$ cat src/design/wmd_pkg.sv
// Shared constants, types and the level scaling function for the
// waveform min/max decimator. No dependencies.
package wmd_pkg;

  localparam int SAMPLE_BITS = 16;
  localparam int CHANNELS    = 8;
  localparam int CH_BITS     = 3;
  localparam int LEVEL_BITS  = 8;
  localparam int COUNT_BITS  = 16;
  localparam int PROD_BITS   = SAMPLE_BITS + LEVEL_BITS;
  localparam int CFG_ADDR_BITS = 3;

  localparam logic [CFG_ADDR_BITS-1:0] REG_SAMPLES_PER_BIN = 3'd0;

  localparam logic [COUNT_BITS-1:0] SPB_RESET = 16'd512;
  localparam logic [COUNT_BITS-1:0] COUNT_MAX = {COUNT_BITS{1'b1}};

  localparam logic signed [SAMPLE_BITS-1:0] SAMPLE_TOP    = {1'b0, {(SAMPLE_BITS-1){1'b1}}};
  localparam logic signed [SAMPLE_BITS-1:0] SAMPLE_BOTTOM = {1'b1, {(SAMPLE_BITS-1){1'b0}}};

  localparam logic signed [LEVEL_BITS-1:0] LEVEL_MAX = 8'sd127;
  localparam logic signed [LEVEL_BITS-1:0] LEVEL_MIN = -8'sd128;

  typedef struct packed {
    logic [CH_BITS-1:0]            channel;
    logic signed [SAMPLE_BITS-1:0] lo;
    logic signed [SAMPLE_BITS-1:0] hi;
    logic                          short_bin;
  } bin_t;

  // scale by 127 / 2^(SAMPLE_BITS-1), round half away from zero, saturate
  function automatic logic signed [LEVEL_BITS-1:0] scale_level(
    input logic signed [SAMPLE_BITS-1:0] s
  );
    logic signed [PROD_BITS-1:0] ext;
    logic signed [PROD_BITS-1:0] prod;
    logic                        neg;
    logic [PROD_BITS-1:0]        mag;
    logic [PROD_BITS-1:0]        q;
    logic signed [LEVEL_BITS-1:0] r;
    ext  = PROD_BITS'(s);
    prod = (ext <<< 7) - ext;
    neg  = prod[PROD_BITS-1];
    mag  = neg ? PROD_BITS'(-prod) : PROD_BITS'(prod);
    q    = (mag + (PROD_BITS'(1) << (SAMPLE_BITS-2))) >> (SAMPLE_BITS-1);
    if (!neg) begin
      r = (q > PROD_BITS'(127)) ? LEVEL_MAX : LEVEL_BITS'(q);
    end else begin
      r = (q > PROD_BITS'(128)) ? LEVEL_MIN : LEVEL_BITS'(-q);
    end
    return r;
  endfunction

endpackage

$ cat src/design/wmd_bins.sv
// Input register and per-channel min/max/count bins; emits a closed bin.
// Depends on wmd_pkg.
module wmd_bins (
  input  logic                            clk,
  input  logic                            rst_n,
  input  logic [wmd_pkg::COUNT_BITS-1:0]  samples_per_bin,
  input  logic                            in_valid,
  output logic                            in_ready,
  input  logic [wmd_pkg::SAMPLE_BITS-1:0] in_sample,
  input  logic [wmd_pkg::CH_BITS-1:0]     in_channel,
  input  logic                            in_end,
  output logic                            bin_valid,
  input  logic                            bin_ready,
  output wmd_pkg::bin_t                   bin_out
);
  import wmd_pkg::*;

  logic                          s1_v_r;
  logic signed [SAMPLE_BITS-1:0] s1_sample_r;
  logic [CH_BITS-1:0]            s1_ch_r;
  logic                          s1_end_r;

  logic signed [SAMPLE_BITS-1:0] min_r [CHANNELS];
  logic signed [SAMPLE_BITS-1:0] max_r [CHANNELS];
  logic [COUNT_BITS-1:0]         cnt_r [CHANNELS];

  logic  b_v_r;
  bin_t  b_r;

  logic                          adv_b;
  logic                          consume;
  logic signed [SAMPLE_BITS-1:0] min_nxt;
  logic signed [SAMPLE_BITS-1:0] max_nxt;
  logic [COUNT_BITS-1:0]         cnt_nxt;
  logic [COUNT_BITS-1:0]         spb_eff;
  logic                          full;
  logic                          close;

  assign adv_b    = !b_v_r || bin_ready;
  assign consume  = s1_v_r && adv_b;
  assign in_ready = !s1_v_r || adv_b;

  always_comb begin
    min_nxt = (s1_sample_r < min_r[s1_ch_r]) ? s1_sample_r : min_r[s1_ch_r];
    max_nxt = (s1_sample_r > max_r[s1_ch_r]) ? s1_sample_r : max_r[s1_ch_r];
    cnt_nxt = (cnt_r[s1_ch_r] == COUNT_MAX) ? cnt_r[s1_ch_r]
                                            : cnt_r[s1_ch_r] + COUNT_BITS'(1);
    spb_eff = (samples_per_bin == '0) ? COUNT_BITS'(1) : samples_per_bin;
    full    = (cnt_nxt >= spb_eff);
    close   = full || s1_end_r;
  end

  always_ff @(posedge clk) begin
    if (!rst_n) begin
      s1_v_r <= 1'b0;
    end else if (in_ready) begin
      s1_v_r <= in_valid;
    end
    if (in_ready) begin
      s1_sample_r <= in_sample;
      s1_ch_r     <= in_channel;
      s1_end_r    <= in_end;
    end
  end

  always_ff @(posedge clk) begin
    if (!rst_n) begin
      for (int i = 0; i < CHANNELS; i++) begin
        min_r[i] <= SAMPLE_TOP;
        max_r[i] <= SAMPLE_BOTTOM;
        cnt_r[i] <= '0;
      end
    end else if (consume) begin
      if (close) begin
        min_r[s1_ch_r] <= SAMPLE_TOP;
        max_r[s1_ch_r] <= SAMPLE_BOTTOM;
        cnt_r[s1_ch_r] <= '0;
      end else begin
        min_r[s1_ch_r] <= min_nxt;
        max_r[s1_ch_r] <= max_nxt;
        cnt_r[s1_ch_r] <= cnt_nxt;
      end
    end
  end

  always_ff @(posedge clk) begin
    if (!rst_n) begin
      b_v_r <= 1'b0;
    end else if (adv_b) begin
      b_v_r <= consume && close;
    end
    if (adv_b) begin
      b_r.channel   <= s1_ch_r;
      b_r.lo        <= min_nxt;
      b_r.hi        <= max_nxt;
      b_r.short_bin <= !full;
    end
  end

  assign bin_valid = b_v_r;
  assign bin_out   = b_r;

  a_close_clears: assert property (@(posedge clk) disable iff (!rst_n)
    (consume && close) |=> (cnt_r[$past(s1_ch_r)] == '0))
    else $error("closed bin did not clear its count");

  a_empty_bin_reset: assert property (@(posedge clk) disable iff (!rst_n)
    (cnt_r[s1_ch_r] == '0) |->
      (min_r[s1_ch_r] == SAMPLE_TOP && max_r[s1_ch_r] == SAMPLE_BOTTOM))
    else $error("empty bin holds stale extremes");

  a_bin_ordered: assert property (@(posedge clk) disable iff (!rst_n)
    b_v_r |-> (b_r.lo <= b_r.hi))
    else $error("closed bin has minimum above maximum");

endmodule

$ cat src/design/wmd_scale.sv
// Level scaling, equal-level separation and output register.
// Depends on wmd_pkg.
module wmd_scale (
  input  logic                                clk,
  input  logic                                rst_n,
  input  logic                                bin_valid,
  output logic                                bin_ready,
  input  wmd_pkg::bin_t                       bin_in,
  output logic                                out_valid,
  input  logic                                out_ready,
  output logic [wmd_pkg::CH_BITS-1:0]         out_channel,
  output logic signed [wmd_pkg::LEVEL_BITS-1:0] out_min,
  output logic signed [wmd_pkg::LEVEL_BITS-1:0] out_max,
  output logic                                out_short
);
  import wmd_pkg::*;

  logic                         vo_r;
  logic [CH_BITS-1:0]           ch_r;
  logic signed [LEVEL_BITS-1:0] min_r;
  logic signed [LEVEL_BITS-1:0] max_r;
  logic                         short_r;

  logic                         adv;
  logic signed [LEVEL_BITS-1:0] lo;
  logic signed [LEVEL_BITS-1:0] hi;
  logic signed [LEVEL_BITS-1:0] lo_nxt;
  logic signed [LEVEL_BITS-1:0] hi_nxt;

  assign adv       = !vo_r || out_ready;
  assign bin_ready = adv;

  always_comb begin
    lo     = scale_level(bin_in.lo);
    hi     = scale_level(bin_in.hi);
    lo_nxt = lo;
    hi_nxt = hi;
    if (lo == hi) begin
      if (hi == LEVEL_MAX) begin
        lo_nxt = lo - LEVEL_BITS'(1);
      end else begin
        hi_nxt = hi + LEVEL_BITS'(1);
      end
    end
  end

  always_ff @(posedge clk) begin
    if (!rst_n) begin
      vo_r <= 1'b0;
    end else if (adv) begin
      vo_r <= bin_valid;
    end
    if (adv) begin
      ch_r    <= bin_in.channel;
      min_r   <= lo_nxt;
      max_r   <= hi_nxt;
      short_r <= bin_in.short_bin;
    end
  end

  assign out_valid   = vo_r;
  assign out_channel = ch_r;
  assign out_min     = min_r;
  assign out_max     = max_r;
  assign out_short   = short_r;

  a_levels_apart: assert property (@(posedge clk) disable iff (!rst_n)
    vo_r |-> (min_r < max_r))
    else $error("output levels not separated");

endmodule

$ cat src/design/waveform_minmax_decimator.sv
// Top level of the waveform min/max decimator: config register and the
// bin and scale stages. Depends on wmd_pkg, wmd_bins, wmd_scale.
//
// channel  | direction | contents
// in_      | slave     | tdata sample, tuser channel, tlast block end
// out_     | master    | tdata min/max levels, tuser channel and short-bin flag
// cfg_     | APB slave | samples_per_bin at byte address 0
//
// One item per cycle sustained while out_ does not stall; a closed bin reaches out_
// through the input register, bin register and output register after its closing item is accepted.
// Reset is synchronous, active low, clears every bin and sets samples_per_bin to 512.
// A stall on out_ backs up through the three registers before in_tready drops.
module waveform_minmax_decimator (
  input  logic                              clk,
  input  logic                              rst_n,
  input  logic                              in_tvalid,
  output logic                              in_tready,
  input  logic [15:0]                       in_tdata,  // [15:0] sample
  input  logic [2:0]                        in_tuser,  // [2:0] channel
  input  logic                              in_tlast,
  output logic                              out_tvalid,
  input  logic                              out_tready,
  output logic [15:0]                       out_tdata, // [7:0] min_level, [15:8] max_level
  output logic [3:0]                        out_tuser, // [2:0] out_channel, [3] short_bin
  input  logic                              cfg_psel,
  input  logic                              cfg_penable,
  input  logic                              cfg_pwrite,
  input  logic [wmd_pkg::CFG_ADDR_BITS-1:0] cfg_paddr,
  input  logic [31:0]                       cfg_pwdata,
  output logic [31:0]                       cfg_prdata,
  output logic                              cfg_pready
);
  import wmd_pkg::*;

  logic [COUNT_BITS-1:0]         spb_r;
  logic                          bin_valid;
  logic                          bin_ready;
  bin_t                          bin;
  logic [CH_BITS-1:0]            out_channel;
  logic signed [LEVEL_BITS-1:0]  out_min;
  logic signed [LEVEL_BITS-1:0]  out_max;
  logic                          out_short;

  assign cfg_pready = 1'b1;

  always_ff @(posedge clk) begin
    if (!rst_n) begin
      spb_r <= SPB_RESET;
    end else if (cfg_psel && cfg_penable && cfg_pwrite && cfg_pready &&
                 cfg_paddr == REG_SAMPLES_PER_BIN) begin
      spb_r <= cfg_pwdata[COUNT_BITS-1:0];
    end
  end

  assign cfg_prdata = (cfg_paddr == REG_SAMPLES_PER_BIN) ? {16'd0, spb_r} : 32'd0;

  wmd_bins u_bins (
    .clk             (clk),
    .rst_n           (rst_n),
    .samples_per_bin (spb_r),
    .in_valid        (in_tvalid),
    .in_ready        (in_tready),
    .in_sample       (in_tdata),
    .in_channel      (in_tuser),
    .in_end          (in_tlast),
    .bin_valid       (bin_valid),
    .bin_ready       (bin_ready),
    .bin_out         (bin)
  );

  wmd_scale u_scale (
    .clk         (clk),
    .rst_n       (rst_n),
    .bin_valid   (bin_valid),
    .bin_ready   (bin_ready),
    .bin_in      (bin),
    .out_valid   (out_tvalid),
    .out_ready   (out_tready),
    .out_channel (out_channel),
    .out_min     (out_min),
    .out_max     (out_max),
    .out_short   (out_short)
  );

  assign out_tdata = {out_max, out_min};
  assign out_tuser = {out_short, out_channel};

endmodule
$ cat config.mk
export PLATFORM = sky130hd
export DESIGN_NAME = waveform_minmax_decimator
export DESIGN_NICKNAME = d
export VERILOG_FILES = /design/src/design/wmd_pkg.sv /design/src/design/wmd_bins.sv /design/src/design/wmd_scale.sv /design/src/design/waveform_minmax_decimator.sv
export SDC_FILE = /design/constraint.sdc
export NUM_CORES = 1
export LEC_CHECK = 0
export BUFFER_PORTS_ARGS = -buffer_cell sky130_fd_sc_hd__buf_2
export CORE_AREA = 10 10 213 235
export CTS_BUF_LIST = sky130_fd_sc_hd__clkbuf_8
export DETAILED_ROUTE_END_ITERATION = 6
export DIE_AREA = 0 0 223 245
export PLACE_DENSITY = 0.78
export SLEW_MARGIN = 40
export SYNTH_ARGS = -nofsm -noshare
export SYNTH_HDL_FRONTEND = slang
export SYNTH_HIERARCHICAL = 1
export SYNTH_SLANG_ARGS = --single-unit
$ cat constraint.sdc
create_clock -name clk -period 8.8 [get_ports clk]
set_input_delay 1.76 -clock clk [delete_from_list [all_inputs] [get_ports clk]]
set_output_delay 1.76 -clock clk [all_outputs]
set_load 0.05 [all_outputs]
Word level (Yosys, flattened, before mapping)
Memory sizes are Yosys's and may differ from the RTL's. A register that Yosys moved wholly into a read port is not among the register bits. Index checks and enable logic that the tools add are counted.

Register bits: 95. Memory bits (writable): 384. Input port bits: 62. Output and inout bits: 55. Logic and storage cells: 101. Memories: 3.

Memories: u_bins.cnt_r (words 8, bits a word 16, read ports 1, clocked after Yosys merged registers in 1, wr ports 8, RTL line wmd_bins.sv:25) `logic [COUNT_BITS-1:0] cnt_r [CHANNELS];`; u_bins.max_r (words 8, bits a word 16, read ports 1, clocked after Yosys merged registers in 1, wr ports 8, RTL line wmd_bins.sv:24) `logic signed [SAMPLE_BITS-1:0] max_r [CHANNELS];`; u_bins.min_r (words 8, bits a word 16, read ports 1, clocked after Yosys merged registers in 1, wr ports 8, RTL line wmd_bins.sv:23) `logic signed [SAMPLE_BITS-1:0] min_r [CHANNELS];`.

Add/subtract/negate cells: 11. Magnitude comparators: 7. Equality and inequality tests: 3. Muxes and demuxes: 41. Bitwise logic cells: 3. Reductions and logical operators: 18.

Operators with widths (number): $mux 16 (11); $mux 8 (10); $add 24x15->24 const B (2); $mux 24 (2); $neg 24->24 (2); $reduce_or 16->1 (3); $sub 23x16->24 (2); $gt 9x7->1 const B (2); $gt 9x8->1 const B (2); $mux 3 (6); $add 16x1->16 const B (1); $eq 16x16->1 const B (1); $ge 16x16->1 (1); $gt 16x16->1 (1); $logic_not 16->1 (1); $lt 16x16->1 (1); $neg 8->8 (2); $mux 1 (12); $add 8x2->8 const B (1); $eq 8x8->1 (1); $eq 8x8->1 const B (1); $sub 8x2->8 const B (1); $logic_and 1x1->1 (5); $logic_not 1->1 (4); other kinds (3) (8).

Logic depth before layout (Yosys ltp)
Gate-level depths: netlist (run 1).

Word-level depth: 11. Depth in mapped cells: 26. Gate-level depth less buffers: 23.

Cells and area by module
The synthesis (run 1) kept the hierarchy.

By module, submodules not included: wmd_bins (instances 1, cells an instance 1429, area each 20563.5 µm², sequential area each 13312.8 µm²); wmd_scale (instances 1, cells an instance 724, area each 5377.7 µm², sequential area each 620.6 µm²); waveform_minmax_decimator (instances 1, cells an instance 109, area each 935.9 µm², sequential area each 320.3 µm²).

Worst setup path before layout (run 1)
Ideal clock, no wire load.

Kind: input to register. From: input out_tready. To: memory u_bins.cnt_r[2][0], enable pin. Setup time: 0.520 ns. Data arrival time: 7.185 ns. Data required time: 8.280 ns. Path slack: 1.095 ns. Stages on the path: 4. Path buffers: 0. Path through: nand2b_1 > nand2b_1 > nand4b_1 > o21ai_0.

RTL lines: start: declaration (RTL line waveform_minmax_decimator.sv:22) `input logic out_tready,`; end: declaration (RTL line wmd_bins.sv:25).

Worst setup path in the final report (run 1)
From: register u_bins.b_r, in the netlist u_bins/bin_out[24]. To: register u_scale.max_r[1], in the netlist u_scale/out_max[1], data pin.

Longest elaborated chain between the ends: 9. Elaborated cells between the ends (all ways): 12. Classes of those cells: 4 x add/sub; 2 x order compare; 1 x eq/ne; 5 x mux.

RTL lines: start: declaration (RTL line wmd_bins.sv:28) `bin_t b_r;`; $sub 23x16->24 * (RTL line wmd_pkg.sv:42) `prod = (ext <<< 7) - ext;`; $neg 24->24 (RTL line wmd_pkg.sv:44) `mag = neg ? PROD_BITS'(-prod) : PROD_BITS'(prod);`; $mux 24 (RTL line wmd_pkg.sv:44); $add 24x15->24 (RTL line wmd_pkg.sv:45) `q = (mag + (PROD_BITS'(1) << (SAMPLE_BITS-2))) >> (SAMPLE_BITS-1);`; $neg 8->8 (tied with other cells) (RTL line wmd_pkg.sv:49) `r = (q > PROD_BITS'(128)) ? LEVEL_MIN : LEVEL_BITS'(-q);`; $mux 8, on equally long branches (RTL line wmd_pkg.sv:49, wmd_pkg.sv:47); $mux 8 * (RTL line wmd_pkg.sv:46) `if (!neg) begin`; $eq 8x8->1 * (RTL line wmd_scale.sv:38) `if (lo == hi) begin`; $mux 8 * (RTL line wmd_scale.sv:38); net u_scale.hi_nxt[1] (RTL line wmd_scale.sv:28) `logic signed [LEVEL_BITS-1:0] hi_nxt;`; end signal: assignment (RTL line wmd_scale.sv:56) `max_r <= hi_nxt;`; end: declaration (RTL line wmd_scale.sv:21) `logic signed [LEVEL_BITS-1:0] max_r;`.

The timed path passes the listed nets; every way through them passes the cells marked *. A chain may end at the register's enable or synchronous reset.

==> metrics.txt, run 1 <==
total power=0.00706 W; Ports=117; initial antenna violation count=0; CP endpoint=u_scale/out_max[1]; ranking of synthesized cells by instance count=edfxtp_1 (460), nand2_1 (220), nor2_1 (216); CP Capture Type=flop; pin count of the biggest net entering global routing=50; post-cts sizing count=0; Layout Cells excl Fill=2962; Hold Crit Start=u_bins/bin_out[33]; Critical Path Start Type=flop; GRT Util Overall=0.242; most used cell, CP=ha_1; Leak=10.4 nW; Max stage delay on crit path=0.55 ns; initial drt markers=2247; CP Cell Sequence=ha_1, a21oi_1, o21ai_0, a221oi_1, a21oi_1, nor2_2, o21ai_0, xnor2_1, ha_1, xnor2_1, ha_1, inv_1, a2111oi_0, a31oi_1, or3_1, o211ai_1, a21boi_0, or4b_4, nor4_4, nand4_1, mux2_2; final-stage net count=2466; FF+latch count, synth=482; share of cells above drive strength 1=0.175; FILL cells=3316; reg2reg setup slack=1.70 ns; maximum VDD drop=0.147 mV; routed vias/inst=6.45; Max Cap Viol=0; Final Skew=0.0309 ns; total grt overflow=0; core area=45200 um^2; Sequential Power Share=0.387; Rows=82; async set or reset register ratio after synthesis=0; Final Util=0.645; RR Endpoint=u_scale/out_max[1]; pwr/cell area=242 nW/um^2; post-synthesis cell type count=108; crit path time final=7.10 ns; Slew headroom=0.430; initial core utilization=0.594; slowest CP cell=nor2_2; Die Ht=245 um; CTS max path bufs=3; GPL Wtd Cong=0.889; most common cell in the synthesized netlist=edfxtp_1; clock sink count=482; Post-Syn Area=26900 um^2; CP Max Fanout=16; final setup TNS=0 ns; number of synthesized flops with an enable pin=460; CTS Buf Count=77; Worst-Skew Late Latency=0.64 ns; hold crit path type=reg2reg; CP arrival=7.47 ns; Yosys warnings=6; Antenna Cells=0; fin worst setup slack=1.70 ns; root buffer cell=clkbuf_8; Gate Count Post-Synth=2262; Layout area overhead=8.62%; # DRC=0; cell taking the most area after synthesis=edfxtp_1; CTS tree=yes; final-report hold violation count=0; Detail Placement HPWL=43000 um; WP data required=9.16 ns; CTS clk-pin slew, worst paths=0.05 ns; Cells after DPL=2825; final wirelength=66800 um; Pint=0.00446 W; post-route ant nets=0; vias in the first global route=19100; status=complete, no violations; htree depth=3; hold-fix buffers at CTS=0; Clk pwr share=0.246; P_sw=0.00260 W; Period Utilization, post-route=0.807; FF-to-FF Start=u_bins/bin_out[24]; max-slew violations=0; final setup violating endpoints=0; Max Freq=141 MHz; RSZ-0062 raised after global routing=no; Top FF cell, synth=edfxtp_1; Die Footprint=54600 um^2; worst slew pin tran=0.855 ns; Setup Crit Path Kind=reg2reg; vias=19100; Setup crit start=u_bins/bin_out[24]; drt first pass iters=6; port bufs=83; chip width=223 um; Switching Share=0.369; largest cells by area after synthesis=edfxtp_1 (51%), mux4_2 (7.8%), ha_1 (4.1%), nand2_1 (3.1%), nor2_1 (3.0%); cells on worst reg2reg path=21; share of the synthesized area in the top cell type=0.514; pre-CTS setup slack=1.81 ns; Combinational Power Share=0.367; WL per Instance=22.6 um; number of setup buffers added after CTS=0; Post-Syn Area per Cell=11.9 um^2; sequential area share after synthesis=0.530; first-pass GRT wire length=105000 um
==> logic make-up after synthesis <==
kind of cell,share of synthesized area
AO/OA/AOI/OAI,0.0861
XOR/XNOR,0.0217
adder cells (fa/ha/maj),0.0410
buffers and inverters,0.0431
flip-flops,0.530
multiplexers,0.122
other,0.000279
AND/OR/NAND/NOR,0.155
==> sequential cells by signal, summed over array words and instances, names as in the netlist, 3 cells and up, named ones only <==
register	cells
u_scale/out_channel	3
u_bins/s1_sample_r	16
u_scale/out_min	8
u_bins/bin_out	36
u_bins/min_r	128
u_scale/out_max	8
u_bins/cnt_r	128
u_bins/s1_ch_r	3
u_bins/max_r	128
spb_r	16
==> metal layers <==
| metal | GRT usage | share of wire |
|---|---|---|
| met5 | 0 | 0 |
| met4 | 0.0950 | 0.035 |
| met3 | 0.0502 | 0.091 |
| met2 | 0.415 | 0.50 |
| met1 | 0.295 | 0.37 |
==> metrics by stage <==
step | hold slack, ns | cell area (um^2)
after floorplan | 0.400 | 26900
after global placement | 0.422 | 27700
after detailed placement | 0.410 | 27800
after CTS | 0.423 | 29200
after global routing | 0.424 | 29200
final | 0.421 | 29200
==> power by group through the flow <==
stage,Sequential [W],Clock [W],Combinational [W]
final,0.00273,0.00174,0.00259
after detailed placement,0.00278,0,0.00255
after floorplan,0.00290,0,0.00190
after global placement,0.00278,0,0.00249
after global routing,0.00274,0.00187,0.00285
after CTS,0.00274,0.00176,0.00257
==> cell usage in the layout, fill, tap and decap left out, types with 22 or more instances in the layout <==
| cell | netlist | final |
|---|---|---|
| nand3_1 | 29 | 29 |
| edfxtp_1 | 460 | 460 |
| nand2_1 | 220 | 220 |
| nand4_1 | 31 | 31 |
| buf_2 | 14 | 83 |
| mux4_2 | 93 | 93 |
| and2_1 | 22 | 22 |
| a21o_1 | 22 | 22 |
| clkbuf_8 | 0 | 78 |
| and3_1 | 26 | 26 |
| mux2i_1 | 59 | 57 |
| a21oi_1 | 72 | 72 |
| o21ai_0 | 60 | 51 |
| inv_1 | 113 | 130 |
| nor3_1 | 160 | 159 |
| mux2_2 | 26 | 26 |
| nor2_1 | 216 | 207 |
| ha_1 | 88 | 88 |
| clkinv_1 | 0 | 24 |
| xnor2_1 | 48 | 48 |
==> cell type report <==
type | instances | area, um^2 | share of cell area
flip-flops and latches | 482 | 14300 | 0.489
inverters | 113 | 424 | 0.0145
clock buffers | 78 | 1070 | 0.0368
multi-input cells | 1535 | 11800 | 0.403
well taps | 588 | 736 | 0.0252
clock inverters | 59 | 298 | 0.0102
repair buffers | 107 | 634 | 0.0217
==> how the worst min path moves through the flow <==
stage                                        end  cells after the start
final                     u_scale/out_channel[0]                      0
after global routing      u_scale/out_channel[0]                      0
after CTS                 u_scale/out_channel[0]                      0
after detailed placement  u_scale/out_channel[0]                      0
after global placement         u_scale/out_short                      0
after floorplan           u_scale/out_channel[0]                      0
==> critical path: cells and delay by family (launching register included) <==
kind / cells / cell delay, ns
adder cells (fa/ha/maj): 3 / 1.03
multiplexers: 1 / 0.33
flip-flops: 1 / 0.39
XOR/XNOR: 2 / 0.51
AO/OA/AOI/OAI: 9 / 2.49
AND/OR/NAND/NOR: 5 / 2.02
buffers and inverters: 1 / 0.05
Note: power is estimated with default switching activity, not from simulation.
==> run 2, diff against run 1 <==
clock period = 7 ns   (was 8.8 ns; I/O delays follow)
==> run 2 against run 1 <==
  * Wire length increased by 4.0%
  * Largest power group unchanged
  * Core utilization rose by 0.78 points
  * Critical endpoint is now u_scale/out_max[4]
  * Via count increased by 2.0%
  * Sequential share of layout area fell by 0.58 points
  * Combinational power up 32%
  * Global-route usage is 0.40 points higher
==> metrics.txt, run 2 (synthesized netlist as in run 1, its figures left out) <==
hold crit path type=reg2reg; Layout area overhead=9.93%; Setup Crit Path Kind=reg2reg; Rows=82; fin worst setup slack=0.332 ns; Max Freq=150 MHz; drt first pass iters=6; CTS tree=yes; status=complete, no violations; final setup violating endpoints=0; Ports=117; met3 usage=0.0443; GPL Wtd Cong=0.904; Final Hold Slack=0.427 ns; pwr/cell area=307 nW/um^2; Slew headroom=0.399; Regs by FF count=u_bins/cnt_r x128, u_bins/max_r x128, u_bins/min_r x128; clock sink count=482; met2 Track Usage GR=0.425; Leak=10.7 nW; Die Footprint=54600 um^2; final wirelength=69500 um; most frequent cells in the layout=edfxtp_1 (460), nand2_1 (220), nor2_1 (216); most common cell after layout, fill and taps aside=edfxtp_1; final-stage net count=2505; met1 GRT Util=0.301; root buffer cell=clkbuf_8; total grt overflow=0; WP data required=7.31 ns; initial drt markers=2168; worst slew pin tran=0.902 ns; CP arrival=6.97 ns; core area=45200 um^2; hold-fix buffers at CTS=0; initial antenna violation count=0; Antenna Cells=0; Die Ht=245 um; first-pass GRT wire length=107000 um; vias=19500; pin count of the biggest net entering global routing=49; post-route ant nets=0; CTS clk-pin slew, worst paths=0.06 ns; crit path time final=6.67 ns; gr busiest metal=met2; routed vias/inst=6.49; Critical Path Start Type=flop; GRT Util Overall=0.246; Max Cap Viol=0; Period Utilization, post-route=0.953; CTS max path bufs=3; chip width=223 um; Detail Placement HPWL=44300 um; htree depth=3; maximum VDD drop=0.225 mV; pre-CTS setup slack=0.326 ns; max-slew violations=0; # DRC=0; CP Capture Type=flop; Final Skew=0.0385 ns; initial core utilization=0.594; Worst-Skew Late Latency=0.63 ns; RSZ-0062 raised after global routing=no; vias in the first global route=19600; share of cells above drive strength 1=0.187; CP Max Fanout=9; WL per Instance=23.1 um; port bufs=83; final-report hold violation count=0; CTS Buf Count=78
run 2: changes by cell type in the layout (fill, tap and decap cells not counted), sizes merged:
cell	delta
inv	+12
clkinvlp	-1
buf	+38
clkbuf	+6
clkinv	-12
run 2: worst max-delay path, cell delays in order (launching register included):
cell	delay (ns)
edfxtp_1	0.45
ha_1	0.44
and3_1	0.24
a221o_1	0.36
or4_1	0.58
a22oi_1	0.27
nand3_1	0.18
o21ai_0	0.27
xnor2_1	0.16
ha_2	0.31
nand4_1	0.12
o31a_1	0.29
a221oi_2	0.32
xnor2_1	0.20
or3_1	0.39
o211ai_1	0.36
a21boi_0	0.18
or4b_4	0.55
nor4_4	0.21
buf_4	0.20
nand4b_1	0.13
mux2i_1	0.16
run 2: per-stage QoR:
stage	std cells	cell area, um^2	utilization	total power, W	TNS [ns]
finish	3005	29500	0.653	0.00908	0
global route	3005	29500	0.653	0.00955	0
CTS	3004	29500	0.652	0.00904	0
detailed placement	2862	28100	0.620	0.00681	0
global placement	2860	28000	0.619	0.00670	0
floorplan	2277	26900	-	0.00603	-114.75
run 2: path summary, 6_finish.rpt:
path                            from                 end  slack (ns)  cells after the start
setup / recovery  u_bins/bin_out[20]  u_scale/out_max[4]        0.33                     21
hold / removal     u_bins/bin_out[0]   u_scale/out_short        0.43                      0
setup reg to reg  u_bins/bin_out[20]  u_scale/out_max[4]        0.33                     21
hold reg to reg    u_bins/bin_out[0]   u_scale/out_short        0.43                      0
run 2: final cells by class:
cell class / instances / area [um^2]
fillers: 3292 / 15700
well taps: 588 / 736
clock buffers: 84 / 1160
clock inverters: 58 / 269
flip-flops and latches: 482 / 14300
repair buffers: 145 / 1000
multi-input cells: 1535 / 11700
inverters: 113 / 424
run 2: report_power, final:
| part | leakage (nW) | internal [W] | switching [W] | total (W) |
|---|---|---|---|---|
| registers | 4.48 | 0.00335 | 0.0000895 | 0.00344 |
| logic | 5.38 | 0.00125 | 0.00216 | 0.00341 |
| clock network | 0.853 | 0.00114 | 0.00109 | 0.00223 |
| total | 10.7 | 0.00575 | 0.00334 | 0.00908 |
run 2: per-layer routing:
| metal | part of all wire | wire length [um] |
|---|---|---|
| met1 | 0.37 | 25900 |
| met2 | 0.50 | 34900 |
| met3 | 0.092 | 6360 |
| met4 | 0.034 | 2340 |
| met5 | 0 | 0 |
run 2: timing repair:
item	in CTS	in global routing
buffers inserted	0	1
endpoints found under the hold margin	0	0
setup endpoints to repair	0	11
gates resized for setup	0	8
